==> src/rtl/mibc_pkg.sv <==
// ---------------------------------------------------------------------------
// mibc_pkg
// Types and constants of the main I/O, interrupt and beep controller.
// ---------------------------------------------------------------------------
package mibc_pkg;

  // Item opcodes
  typedef enum logic [2:0] {
    OP_READ      = 3'd0,
    OP_WRITE     = 3'd1,
    OP_TIMER     = 3'd2,
    OP_BEEP_END  = 3'd3,
    OP_DISK_IRQ  = 3'd4,
    OP_PRN_IRQ   = 3'd5,
    OP_KEY_PRESS = 3'd6,
    OP_DISK_ACK  = 3'd7
  } opcode_t;

  // Register offsets within the I/O page
  localparam logic [3:0] OFF_KEY_HI = 4'h0;
  localparam logic [3:0] OFF_KEY_LO = 4'h1;
  localparam logic [3:0] OFF_IRQ_EN = 4'h2;
  localparam logic [3:0] OFF_CAUSE  = 4'h3;
  localparam logic [3:0] OFF_ROM_SW = 4'hf;

  // Configuration register indexes
  localparam logic [1:0] CFG_FM8_MODE  = 2'd0;
  localparam logic [1:0] CFG_LOW_SPEED = 2'd1;
  localparam logic [1:0] CFG_BANK_EN   = 2'd2;

  // Cause flag bit positions
  localparam int unsigned C_KEY   = 0;
  localparam int unsigned C_PRN   = 1;
  localparam int unsigned C_TIMER = 2;
  localparam int unsigned C_DISK  = 3;

  // Enable bit positions
  localparam int unsigned E_KEY   = 0;
  localparam int unsigned E_PRN   = 1;
  localparam int unsigned E_TIMER = 2;
  localparam int unsigned E_DISK  = 3;

  // Read data constants
  localparam logic [7:0] RD_ALL_ONES    = 8'hff;
  localparam logic [7:0] KEY_HI_CLEAR   = 8'h7f;
  localparam logic [7:0] LOW_SPEED_MASK = 8'hfe;

endpackage

==> src/rtl/main_io_interrupt_beep_controller_top.sv <==
// An accepted item passes the input register and then the output register
// to the result ports. Throughput: one item per cycle while out_ready holds;
// each register holds one item, so one more is taken while a result waits.
// Reset: synchronous active-low rst_n empties both stages, clears causes,
// enables, beep and speaker, and sets ROM mapped and BASIC boot.
// ---------------------------------------------------------------------------
// main_io_interrupt_beep_controller_top
// Keyboard, interrupt enable/cause, beeper and ROM switch registers of the
// main CPU I/O page, plus event handling, one result item per input item.
// ---------------------------------------------------------------------------
module main_io_interrupt_beep_controller_top (
  input  logic       clk,
  input  logic       rst_n,
  // input items
  input  logic       in_valid,
  output logic       in_ready,
  input  logic [2:0] in_opcode,
  input  logic [3:0] in_reg_offset,
  input  logic [7:0] in_write_data,
  input  logic [8:0] in_key_code,
  input  logic       in_other_irq_pending,
  // result items
  output logic       out_valid,
  input  logic       out_ready,
  output logic [7:0] out_read_data,
  output logic       out_handled,
  output logic [3:0] out_pending_causes,
  output logic       out_beep_on,
  output logic       out_speaker_on,
  output logic       out_basic_rom_on,
  output logic       out_basic_boot,
  // configuration writes
  input  logic       cfg_valid,
  output logic       cfg_ready,
  input  logic [1:0] cfg_index,
  input  logic       cfg_data
);
  import mibc_pkg::*;

  // configuration
  logic fm8_mode_r, low_speed_r, bank_en_r;

  // input stage
  logic       s1_valid_r;
  opcode_t    s1_opcode_r;
  logic [3:0] s1_offset_r;
  logic [7:0] s1_wdata_r;
  logic [8:0] s1_key_r;
  logic       s1_other_r;

  // block state
  logic [3:0] cause_r, cause_nxt;
  logic [6:0] enable_r, enable_nxt;
  logic       beep_r, beep_nxt;
  logic       speaker_r, speaker_nxt;
  logic       rom_r, rom_nxt;
  logic       boot_r, boot_nxt;

  // output stage
  logic       out_valid_r;
  logic [7:0] rdata_r, rdata_nxt;
  logic       handled_r, handled_nxt;
  logic [3:0] pend_r, pend_nxt;

  logic s1_adv;
  logic bank_ok;
  logic [3:0] cause_cur;
  logic [7:0] key_hi;

  assign cfg_ready = 1'b1;
  assign s1_adv    = s1_valid_r && (!out_valid_r || out_ready);
  assign in_ready  = !s1_valid_r || s1_adv;
  assign bank_ok   = !fm8_mode_r || bank_en_r;

  // configuration registers
  always_ff @(posedge clk) begin
    if (!rst_n) begin
      fm8_mode_r  <= 1'b0;
      low_speed_r <= 1'b0;
      bank_en_r   <= 1'b0;
    end else if (cfg_valid) begin
      unique case (cfg_index)
        CFG_FM8_MODE:  fm8_mode_r  <= cfg_data;
        CFG_LOW_SPEED: low_speed_r <= cfg_data;
        CFG_BANK_EN:   bank_en_r   <= cfg_data;
        default: ;
      endcase
    end
  end

  // input register
  always_ff @(posedge clk) begin
    if (!rst_n) begin
      s1_valid_r <= 1'b0;
    end else if (in_ready) begin
      s1_valid_r <= in_valid;
    end
  end

  always_ff @(posedge clk) begin
    if (in_valid && in_ready) begin
      s1_opcode_r <= opcode_t'(in_opcode);
      s1_offset_r <= in_reg_offset;
      s1_wdata_r  <= in_write_data;
      s1_key_r    <= in_key_code;
      s1_other_r  <= in_other_irq_pending;
    end
  end

  // causes as seen before the item
  assign cause_cur = {cause_r[C_DISK] | s1_other_r, cause_r[C_TIMER], cause_r[C_PRN],
                      cause_r[C_KEY] & enable_r[E_KEY]};

  // key high read value
  always_comb begin
    key_hi = (fm8_mode_r || s1_key_r[8]) ? RD_ALL_ONES : KEY_HI_CLEAR;
    if (low_speed_r) key_hi = key_hi & LOW_SPEED_MASK;
  end

  // item decode and next state
  always_comb begin
    cause_nxt   = cause_r;
    enable_nxt  = enable_r;
    beep_nxt    = beep_r;
    speaker_nxt = speaker_r;
    rom_nxt     = rom_r;
    boot_nxt    = boot_r;
    rdata_nxt   = 8'h00;
    handled_nxt = 1'b0;
    unique case (s1_opcode_r)
      OP_READ: begin
        unique case (s1_offset_r)
          OFF_KEY_HI: begin
            rdata_nxt   = key_hi;
            handled_nxt = 1'b1;
          end
          OFF_KEY_LO: begin
            if (!fm8_mode_r) begin
              rdata_nxt        = s1_key_r[7:0];
              handled_nxt      = 1'b1;
              cause_nxt[C_KEY] = 1'b0;
            end
          end
          OFF_CAUSE: begin
            if (!fm8_mode_r) begin
              rdata_nxt          = {4'hf, ~cause_cur};
              handled_nxt        = 1'b1;
              cause_nxt[C_PRN]   = 1'b0;
              cause_nxt[C_TIMER] = 1'b0;
            end
          end
          OFF_ROM_SW: begin
            if (bank_ok) begin
              rdata_nxt   = RD_ALL_ONES;
              handled_nxt = 1'b1;
              rom_nxt     = 1'b1;
              if (fm8_mode_r) boot_nxt = 1'b1;
            end
          end
          default: ;
        endcase
      end
      OP_WRITE: begin
        unique case (s1_offset_r)
          OFF_IRQ_EN: begin
            if (!fm8_mode_r) begin
              enable_nxt  = {s1_wdata_r[7:4], s1_wdata_r[2:0]};
              handled_nxt = 1'b1;
            end
          end
          OFF_CAUSE: begin
            speaker_nxt = s1_wdata_r[0];
            beep_nxt    = |s1_wdata_r[7:6];
            handled_nxt = 1'b1;
          end
          OFF_ROM_SW: begin
            if (bank_ok) begin
              handled_nxt = 1'b1;
              rom_nxt     = 1'b0;
              if (fm8_mode_r) boot_nxt = 1'b0;
            end
          end
          default: ;
        endcase
      end
      OP_TIMER: begin
        if (!fm8_mode_r) cause_nxt[C_TIMER] = enable_r[E_TIMER];
      end
      OP_BEEP_END: beep_nxt = 1'b0;
      OP_DISK_IRQ: begin
        if (!fm8_mode_r && enable_r[E_DISK]) cause_nxt[C_DISK] = 1'b1;
      end
      OP_PRN_IRQ: begin
        if (!fm8_mode_r && enable_r[E_PRN]) cause_nxt[C_PRN] = 1'b1;
      end
      OP_KEY_PRESS: begin
        if (!fm8_mode_r) cause_nxt[C_KEY] = 1'b1;
      end
      OP_DISK_ACK: cause_nxt[C_DISK] = 1'b0;
      default: ;
    endcase
    // causes after the item
    pend_nxt = {cause_nxt[C_DISK] | s1_other_r, cause_nxt[C_TIMER], cause_nxt[C_PRN],
                cause_nxt[C_KEY] & enable_nxt[E_KEY]};
  end

  // block state update
  always_ff @(posedge clk) begin
    if (!rst_n) begin
      cause_r   <= 4'h0;
      enable_r  <= 7'h00;
      beep_r    <= 1'b0;
      speaker_r <= 1'b0;
      rom_r     <= 1'b1;
      boot_r    <= 1'b1;
    end else if (s1_adv) begin
      cause_r   <= cause_nxt;
      enable_r  <= enable_nxt;
      beep_r    <= beep_nxt;
      speaker_r <= speaker_nxt;
      rom_r     <= rom_nxt;
      boot_r    <= boot_nxt;
    end
  end

  // output register
  always_ff @(posedge clk) begin
    if (!rst_n) begin
      out_valid_r <= 1'b0;
    end else if (!out_valid_r || out_ready) begin
      out_valid_r <= s1_valid_r;
    end
  end

  always_ff @(posedge clk) begin
    if (s1_adv) begin
      rdata_r   <= rdata_nxt;
      handled_r <= handled_nxt;
      pend_r    <= pend_nxt;
    end
  end

  // state fields track the block state, which changes only as items leave s1
  assign out_valid          = out_valid_r;
  assign out_read_data      = rdata_r;
  assign out_handled        = handled_r;
  assign out_pending_causes = pend_r;
  assign out_beep_on        = beep_r;
  assign out_speaker_on     = speaker_r;
  assign out_basic_rom_on   = rom_r;
  assign out_basic_boot     = boot_r;

endmodule

==> config.mk <==
export PLATFORM = sky130hd
export DESIGN_NAME = main_io_interrupt_beep_controller_top
export DESIGN_NICKNAME = d
export VERILOG_FILES = /design/src/rtl/mibc_pkg.sv /design/src/rtl/main_io_interrupt_beep_controller_top.sv
export SDC_FILE = /design/constraint.sdc
export NUM_CORES = 1
export LEC_CHECK = 0
export ABC_AREA = 1
export ABC_CLOCK_PERIOD_IN_PS = 3320
export BUFFER_PORTS_ARGS = -buffer_cell sky130_fd_sc_hd__buf_4
export CAP_MARGIN = 20
export CORE_MARGIN = 2
export CORE_UTILIZATION = 45
export CTS_BUF_LIST = sky130_fd_sc_hd__clkbuf_4
export DETAILED_ROUTE_END_ITERATION = 8
export GPL_TIMING_DRIVEN = 0
export PLACE_DENSITY = 0.67
export SLEW_MARGIN = 10
export SYNTH_ARGS = -nofsm -noshare
export SYNTH_HDL_FRONTEND = slang
export SYNTH_SLANG_ARGS = --single-unit
==> constraint.sdc <==
create_clock -name clk -period 3.32 [get_ports clk]
set_input_delay 0.332 -clock clk [delete_from_list [all_inputs] [get_ports clk]]
set_output_delay 0.332 -clock clk [all_outputs]
set_load 0.005 [all_outputs]
==> out/metrics.yaml, run 1 <==
power_and_ir_drop:
  p_clk_frac: 0.330
  sw_frac_of_total: 0.215
  peakVddDrop_mv: 0.266
  p_int_mw: 1.03
  switching_power_uw: 282
  p_seq_frac: 0.577
  power_density_nw_per_um2: 458
  p_leak_nw: 1.26
  p_comb_frac: 0.092
setup_path:
  r2r_setup_slack_ns: 1.75
  critPathCaptureType: "flip-flop"
  cpMaxStageDelayCell: "inv_1"
  cp-start-kind: "flip-flop"
  cp_slowest_stage_delay_ns: 0.64
  critPathRequiredTime_ns: 3.33
  crit_type: "flip-flop to flip-flop"
  arrival_ns: 1.58
  critPathMaxFanout: 23
  cp_cell_sequence: "nand3_1 -> nand2_1 -> inv_1"
hold_path:
  hp-class: "input port to flip-flop"
clock_network:
  numCtsBuffers: 5
  cts_root_buf: "clkbuf_4"
  cts_hold_buf: 0
  htreeDepth: 2
  clock_latency_ns: 0.37
  ctsResizeCount: 0
  cts_sinks: 53
  post_cts_buffers: 0
  clk_pin_slew_ns: 0.15
  clockBufferDepth: 2
  cts_tree: "built"
sta:
  worst_slew_pin_slew_ns: 0.882
  hold_viol_final: 0
  slew_viol_final: 0
  rsz0062_at_grt: "false"
  fin_crit_sh: 0.472
  fin_setup_tns_ns: 0
  min_period_ns: 1.57
  setup_viol: 0
  max_slew_margin: 0.411
  max_freq_ghz: 0.639
  finClkSkew_ns: 0.00640
route:
  drc: 0
  wl_per_cell_um: 11.5
  drt_first_pass_iters: 4
  vias: 1723
  ant_nets: 0
  via_per_inst: 4.75
  wl_um: 4190
  drt_iter0_markers: 97
global_routing:
  grt_pass1_vias: 1609
  grt_use_total: 0.165
  grt_overflow: 0
  antenna_found_initial: 0
  grt_max_degree: 24
  grt_pass1_wl_um: 7000
logic_synthesis:
  synth_area_sq_um: 2300
  synth_top_family_by_area: "simple AND/OR/NAND/NOR gates"
  synth_fp_nets: 269
  syn_area_per_cell_sq_um: 9.76
  synth_compound_area_frac: 0.0809
  synth.distinct_cells: 28
  synth.area.mux_share: 0
  ys_seq_area_frac: 0.617
  synth_simple_gate_area_frac: 0.224
  ys_warn_count: 0
  synth-xor-area-share: 0
  syn_inst: 236
  synth-seq-cells: 53
  synth_fa_ha_area_frac: 0
floorplanning:
  die_h_um: 75.5
  ios: 53
  core_area_sq_um: 5010
  die_w_um: 75.5
  start_util: 0.460
  rows: 26
  die_area_sq_um: 5710
layout:
  layout-drive-gt1-share: 0.266
  antenna_cells: 0
  fin_nets: 325
  syn_to_final_growth_pct: 24.2
  fin_area_sq_um: 2860
placement:
  gp_congestion: 0.860
  hpwl_um: 3180
  port_buffers: 49
  placed_area_sq_um: 2760
status:
  status: "finished, final reports clean"
flow_run:
  max_cap_violations: 0
-- per-layer routing --
metal | vias to the layer above | GRT usage | share of wire | wire length, um
li1 | 893 | - | - | -
met1 | 786 | 0.214 | 0.46 | 1910
met2 | 37 | 0.271 | 0.49 | 2050
met3 | 7 | 0.0384 | 0.040 | 168
met4 | 0 | 0.0585 | 0.015 | 61
met5 | - | 0 | 0 | 0
-- sequential cells by signal, summed over array words and instances, names as in the netlist --
| name | count |
|---|---|
| s1_key_r | 9 |
| s1_offset_r | 4 |
| out_read_data | 8 |
| enable_r | 4 |
| cause_r | 4 |
| fm8_mode_r | 1 |
| out_handled | 1 |
| out_basic_rom_on | 1 |
| out_valid | 1 |
| s1_other_r | 1 |
| bank_en_r | 1 |
| out_speaker_on | 1 |
| s1_opcode_r | 3 |
| low_speed_r | 1 |
| s1_valid_r | 1 |
| out_basic_boot | 1 |
| s1_wdata_r | 6 |
| out_pending_causes | 4 |
| out_beep_on | 1 |
-- Yosys cell counts, drive strengths merged --
cell type | number | share of area
dfxtp | 17 | 0.15
conb | 1 | 0.0016
o211ai | 3 | 0.0098
nand4 | 3 | 0.015
o22ai | 1 | 0.0027
a21oi | 15 | 0.033
a21boi | 1 | 0.0033
nor3 | 4 | 0.0087
nand3b | 1 | 0.0033
nor2 | 25 | 0.052
nand3 | 21 | 0.055
o21ai | 15 | 0.033
nand2 | 51 | 0.091
inv | 39 | 0.066
edfxtp | 36 | 0.47
buf | 3 | 0.010
-- critical path, delay by kind of cell, from the launching register on --
kind	cells	cell delay (ns)
buf+inv	1	0.64
flops	1	0.36
simple gates	2	0.20
-- placed cells by master (no fill, tap or decap), types with 3 or more instances in the layout --
master    instances
a21oi_1          15
buf_4            50
clkbuf_4          5
dfxtp_1          17
edfxtp_1         36
inv_1            32
inv_2             6
nand2_1          48
nand3_1          18
nor2_1           21
nor2_4            3
nor3_1            4
o211ai_1          3
o21ai_0          14
-- power by group through the flow --
stage,clock network (mW),logic (mW),registers [mW]
after floorplan,0,0.0643,0.769
after global placement,0,0.120,0.771
after detailed placement,0,0.122,0.772
after CTS,0.439,0.123,0.757
after global routing,0.461,0.138,0.761
final,0.433,0.121,0.757
-- worst paths after layout --
path,start,endpoint,cells after the start
worst max-delay path,s1_valid_r,s1_key_r[7],3
worst min-delay path,in_other_irq_pending,s1_other_r,1
worst max register to register,s1_valid_r,s1_key_r[7],3
worst min register to register,bank_en_r,bank_en_r,2
-- cells by family (layout without fill, tap and decap cells) --
kind of cell | Yosys count | in the layout
buffers and inverters | 42 | 99
AOI/OAI and AO/OA | 35 | 35
other | 1 | 1
and+or+nand+nor | 105 | 105
DFF | 53 | 53
-- through the flow --
step	power (mW)	hold WS (ns)	cells	setup slack [ns]	utilization
finish	1.31	0.126	363	1.75	0.571
global route	1.36	0.103	363	1.58	0.571
CTS	1.32	0.109	363	1.70	0.571
detailed placement	0.894	0.450	355	1.59	0.551
global placement	0.891	0.446	355	1.64	0.551
floorplan	0.833	0.423	236	1.93	-
-- layout make-up --
cell class,instances,area (sq um)
fill,478,2150
multi-input combinational,141,707
sequential,53,1420
timing repair buffer,49,368
clock inverter,3,65.1
tap,70,87.6
buffer,3,23.8
inverter,39,151
clock buffer,5,37.5
Note: power is estimated with default switching activity, not from simulation.
==> run 2, diff against run 1 <==
--- a/config.mk
+++ b/config.mk
@@ -6,7 +6,7 @@
 export NUM_CORES = 1
 export LEC_CHECK = 0
 export ABC_AREA = 1
-export ABC_CLOCK_PERIOD_IN_PS = 3320
+export ABC_CLOCK_PERIOD_IN_PS = 1500
 export BUFFER_PORTS_ARGS = -buffer_cell sky130_fd_sc_hd__buf_4
 export CAP_MARGIN = 20
 export CORE_MARGIN = 2
==> constraint.sdc (replaced) <==
create_clock -name clk -period 1.5 [get_ports clk]
set_input_delay 0.15 -clock clk [delete_from_list [all_inputs] [get_ports clk]]
set_output_delay 0.15 -clock clk [all_outputs]
set_load 0.005 [all_outputs]
==> out/metrics.yaml, run 2 (synthesis gave the netlist of run 1 again) <==
clock_network:
  clockBufferDepth: 2
  clock_latency_ns: 0.37
  clk_pin_slew_ns: 0.14
  cts_root_buf: "clkbuf_4"
  cts_tree: "built"
  numCtsBuffers: 5
  htreeDepth: 2
  cts_sinks: 53
placement:
  hpwl_um: 3180
  dp_slack_ns: -0.104
  port_buffers: 49
  gp_congestion: 0.860
setup_path:
  cpMaxStageDelayCell: "edfxtp_1"
  arrival_ns: 1.60
  crit_buf_inv: 1
  cp-start-kind: "flip-flop"
  cp_top_family: "flip-flops"
  cp_slowest_stage_delay_ns: 0.53
  reg2reg_from: "s1_opcode_r[2]"
  r2r_setup_slack_ns: 0.04
  crit_start: "s1_opcode_r[2]"
  critPathCaptureType: "flip-flop"
  critPathRequiredTime_ns: 1.64
  cp_cell_sequence: "nor2_4 -> nand2_4 -> inv_1 -> nand3_2 -> a21boi_1 -> nor2_1"
  critPathMaxFanout: 9
  r2r-end: "out_pending_causes[0]"
  reg2regPathDepth: 6
  crit_type: "flip-flop to flip-flop"
sta:
  rsz0062_at_grt: "true"
  fin_setup_tns_ns: 0
  max_freq_ghz: 0.685
  setup_ws_ns: 0.0398
  hold_viol_final: 0
  fin_crit_sh: 0.973
  min_period_ns: 1.46
  finClkSkew_ns: 0.00992
  setup_viol: 0
  slew_viol_final: 0
power_and_ir_drop:
  p_int_mw: 2.33
  p_seq_frac: 0.564
  peakVddDrop_mv: 0.609
  p_clk_frac: 0.319
  switching_power_uw: 640
  p_comb_frac: 0.117
  p_leak_nw: 1.38
  sw_frac_of_total: 0.216
  finalPower_mw: 2.97
  power_density_nw_per_um2: 936
floorplanning:
  ios: 53
  die_w_um: 75.5
  die_area_sq_um: 5710
  rows: 26
  die_h_um: 75.5
  start_util: 0.460
  core_area_sq_um: 5010
layout:
  layout-drive-gt1-share: 0.276
  antenna_cells: 0
  final_common_cell: "buf_4"
  fin_nets: 354
  largest_reg_flops: 9
  mostFrequentLayoutCells: "buf_4 (53), nand2_1 (46), edfxtp_1 (36)"
  syn_to_final_growth_pct: 37.6
  regMostFlops: "s1_key_r"
route:
  wl_per_cell_um: 12.1
  ant_nets: 0
  drt_iter0_markers: 100
  wl_um: 4760
  drt_first_pass_iters: 4
  vias: 1840
  via_per_inst: 4.69
  drc: 0
global_routing:
  grt_overflow: 0
  antenna_found_initial: 0
  grt_pass1_vias: 1700
  grt_use_total: 0.179
  grt_pass1_wl_um: 7600
  grt_max_degree: 22
hold_path:
  min-delay-start: "cfg_index[0]"
  hold_end: "low_speed_r"
  hold_depth: 3
  hp-class: "input port to flip-flop"
status:
  status: "finished, final reports clean"
flow_run:
  max_cap_violations: 0
-- run 2: cell count changes in the layout (fill, tap and decap cells not counted), moves of 2 or more --
cell | previous run | this run
nand2_1 | 48 | 46
clkinvlp_4 | 0 | 2
inv_1 | 32 | 30
buf_4 | 50 | 53
nand2_2 | 1 | 3
dlygate4sd3_1 | 0 | 23
-- run 2: final cells by class --
class	count	area, sq um
Buffer	3	23.8
Sequential cell	53	1420
Multi-Input combinational cell	141	722
Inverter	39	160
Tap cell	70	87.6
Clock buffer	5	37.5
Fill cell	432	1840
Clock inverter	3	65.1
Timing Repair inverter	2	12.5
Timing Repair Buffer	76	641
-- run 2: per-layer routing --
| layer | GRT usage | part of all wire | up-vias |
|---|---|---|---|
| met5 | 0 | 0 | - |
| met4 | 0.0663 | 0.012 | 0 |
| li1 | - | - | 952 |
| met3 | 0.0450 | 0.059 | 4 |
| met1 | 0.223 | 0.42 | 827 |
| met2 | 0.301 | 0.50 | 57 |
-- run 2: worst min-delay path, stage by stage --
cell and delay (ns):
buf_4 0.11, nand3_1 0.08, a21oi_1 0.06
-- run 2: power groups by stage --
stage          combinational, mW  clock, mW  sequential [mW]
2_1_floorplan              0.142          0             1.70
5_1_grt                    0.386       1.02             1.68
3_5_place_dp               0.270          0             1.71
3_3_place_gp               0.265          0             1.71
6_report                   0.347      0.948             1.67
4_1_cts                    0.329      0.972             1.67
-- run 2: worst max-delay path by stage --
stage / to / cells past startpoint
2_1_floorplan: s1_key_r[0] / 3
4_1_cts: out_pending_causes[0] / 6
3_5_place_dp: s1_key_r[6] / 3
3_3_place_gp: s1_key_r[6] / 3
6_report: out_pending_causes[0] / 6
5_1_grt: out_pending_causes[0] / 6
-- run 2: timing repair --
item	in CTS	in global routing
hold endpoints to repair	23	0
gates cloned	1	1
hold buffers	23	0
setup endpoints to repair	25	19
gates resized for setup	3	8
setup buffers	1	3
pin swaps	0	1
-- run 2: through the flow --
step	hold slack, ns	area, sq um	instances	util
after floorplan	0.249	2300	236	-
after global placement	0.328	2760	355	0.551
after detailed placement	0.329	2760	355	0.551
after CTS	0.0542	3110	388	0.621
after global routing	0.0570	3170	392	0.633
final	0.0675	3170	392	0.633
==> run 3, diff against run 2 <==
--- a/config.mk
+++ b/config.mk
@@ -6,15 +6,15 @@
 export NUM_CORES = 1
 export LEC_CHECK = 0
 export ABC_AREA = 1
-export ABC_CLOCK_PERIOD_IN_PS = 1500
+export ABC_CLOCK_PERIOD_IN_PS = 1600
 export BUFFER_PORTS_ARGS = -buffer_cell sky130_fd_sc_hd__buf_4
 export CAP_MARGIN = 20
 export CORE_MARGIN = 2
-export CORE_UTILIZATION = 45
+export CORE_UTILIZATION = 55
 export CTS_BUF_LIST = sky130_fd_sc_hd__clkbuf_4
 export DETAILED_ROUTE_END_ITERATION = 8
 export GPL_TIMING_DRIVEN = 0
-export PLACE_DENSITY = 0.67
+export PLACE_DENSITY = 0.79
 export SLEW_MARGIN = 10
 export SYNTH_ARGS = -nofsm -noshare
 export SYNTH_HDL_FRONTEND = slang
==> constraint.sdc (replaced) <==
create_clock -name clk -period 1.6 [get_ports clk]
set_input_delay 0.16 -clock clk [delete_from_list [all_inputs] [get_ports clk]]
set_output_delay 0.16 -clock clk [all_outputs]
set_load 0.005 [all_outputs]
==> out/metrics.yaml, run 3 (synthesis gave the netlist of run 1 again) <==
global_routing:
  grt_use_total: 0.224
  grt_pass1_wl_um: 7490
  antenna_found_initial: 0
  grt_pass1_vias: 1691
  grt_max_degree: 24
  grt_overflow: 0
route:
  wl_per_cell_um: 12.9
  via_per_inst: 4.97
  drt_iter0_markers: 260
  ant_nets: 0
  drt_first_pass_iters: 4
  drc: 0
  wl_um: 4730
  vias: 1830
sta:
  fin_crit_sh: 0.932
  min_period_ns: 1.49
  max_freq_ghz: 0.670
  hold_viol_final: 0
  fin_setup_tns_ns: 0
  setup_viol: 0
  slew_viol_final: 0
  whs_ns: 0.0834
  finClkSkew_ns: 0.0156
layout:
  fin_util: 0.757
  syn_to_final_growth_pct: 32.4
  layout-drive-gt1-share: 0.255
  largest_reg_flops: 9
  final_common_cell: "buf_4"
  mostFrequentLayoutCells: "buf_4 (51), nand2_1 (48), edfxtp_1 (36)"
  regMostFlops: "s1_key_r"
  fin_nets: 350
  antenna_cells: 0
placement:
  port_buffers: 49
  hpwl_um: 3190
  gp_congestion: 0.834
setup_path:
  cpMaxStageDelayCell: "edfxtp_1"
  arrival_ns: 1.64
  cp_slowest_stage_delay_ns: 0.54
  crit_type: "flip-flop to flip-flop"
  cp-start-kind: "flip-flop"
  cp_cell_sequence: "nor2_4 -> nand2_4 -> inv_1 -> nand3_1 -> a21boi_1 -> nor2_1"
  critPathCaptureType: "flip-flop"
  critPathRequiredTime_ns: 1.74
  critPathMaxFanout: 9
power_and_ir_drop:
  p_int_mw: 1.90
  p_seq_frac: 0.633
  switching_power_uw: 584
  p_leak_nw: 1.33
  power_density_nw_per_um2: 814
  sw_frac_of_total: 0.235
  p_clk_frac: 0.242
  peakVddDrop_mv: 0.600
  p_comb_frac: 0.124
clock_network:
  numCtsBuffers: 5
  cts_tree: "built"
  cts_sinks: 53
  clock_latency_ns: 0.38
  htreeDepth: 2
  cts_root_buf: "clkbuf_4"
  clk_pin_slew_ns: 0.14
  clockBufferDepth: 2
floorplanning:
  start_util: 0.572
  die_area_sq_um: 4720
  die_w_um: 68.7
  die_h_um: 68.7
  core_area_sq_um: 4030
  ios: 53
  rows: 23
flow_run:
  max_cap_violations: 0
hold_path:
  hp-class: "input port to flip-flop"
status:
  status: "finished, final reports clean"
==> run 3: power by group through the flow <==
| stage | clock, mW | sequential [mW] | combinational [mW] |
|---|---|---|---|
| after global placement | 0 | 1.60 | 0.246 |
| after CTS | 0.612 | 1.57 | 0.300 |
| after global routing | 0.665 | 1.58 | 0.341 |
| after detailed placement | 0 | 1.60 | 0.253 |
| final | 0.601 | 1.57 | 0.309 |
| after floorplan | 0 | 1.60 | 0.133 |
==> run 3: critical path: cells and delay by family (launching register included) <==
family          cells  cell delay, ns
buf+inv             1            0.10
simple gates        4            0.49
compound gates      1            0.14
flops               1            0.54
==> run 3: path summary, 6_finish.rpt <==
kind         slack (ns)  cells past startpoint           start               endpoint
max                0.11                      6  s1_opcode_r[0]  out_pending_causes[0]
min                0.08                      3        cfg_data              bank_en_r
max reg2reg        0.11                      6  s1_opcode_r[0]  out_pending_causes[0]
min reg2reg        0.46                      2       bank_en_r              bank_en_r
==> run 3: cell type report <==
| class | instances | area, sq um |
|---|---|---|
| fill | 287 | 978 |
| tap | 50 | 62.6 |
| inverter | 39 | 158 |
| timing repair buffer | 73 | 606 |
| clock inverter | 1 | 7.51 |
| buffer | 3 | 23.8 |
| sequential | 53 | 1420 |
| timing repair inverter | 1 | 7.51 |
| clock buffer | 7 | 52.6 |
| multi-input combinational | 141 | 712 |
==> run 3: through the flow <==
step / std cells / instance area (sq um) / setup slack, ns / total power, mW
floorplan: 236 / 2300 / 0.233 / 1.73
global placement: 335 / 2730 / 0.00583 / 1.85
detailed placement: 335 / 2730 / 0.00675 / 1.86
CTS: 366 / 3030 / 0.000675 / 2.48
global route: 368 / 3050 / -0.00289 / 2.59
finish: 368 / 3050 / 0.108 / 2.48
==> run 3: timing repair <==
item,4_1_cts,5_1_grt
endpoints found under the hold margin,23,0
gates resized for setup,1,4
pin swaps,0,0
endpoints found under the setup margin,23,19
hold buffers,23,0
buffers inserted,0,1
cloned,0,1
==> run 3: per-layer routing <==
layer | GRT usage | wire length, um
met5 | 0 | 0
met4 | 0.118 | 119
met3 | 0.0390 | 251
met2 | 0.373 | 2380
met1 | 0.280 | 1980
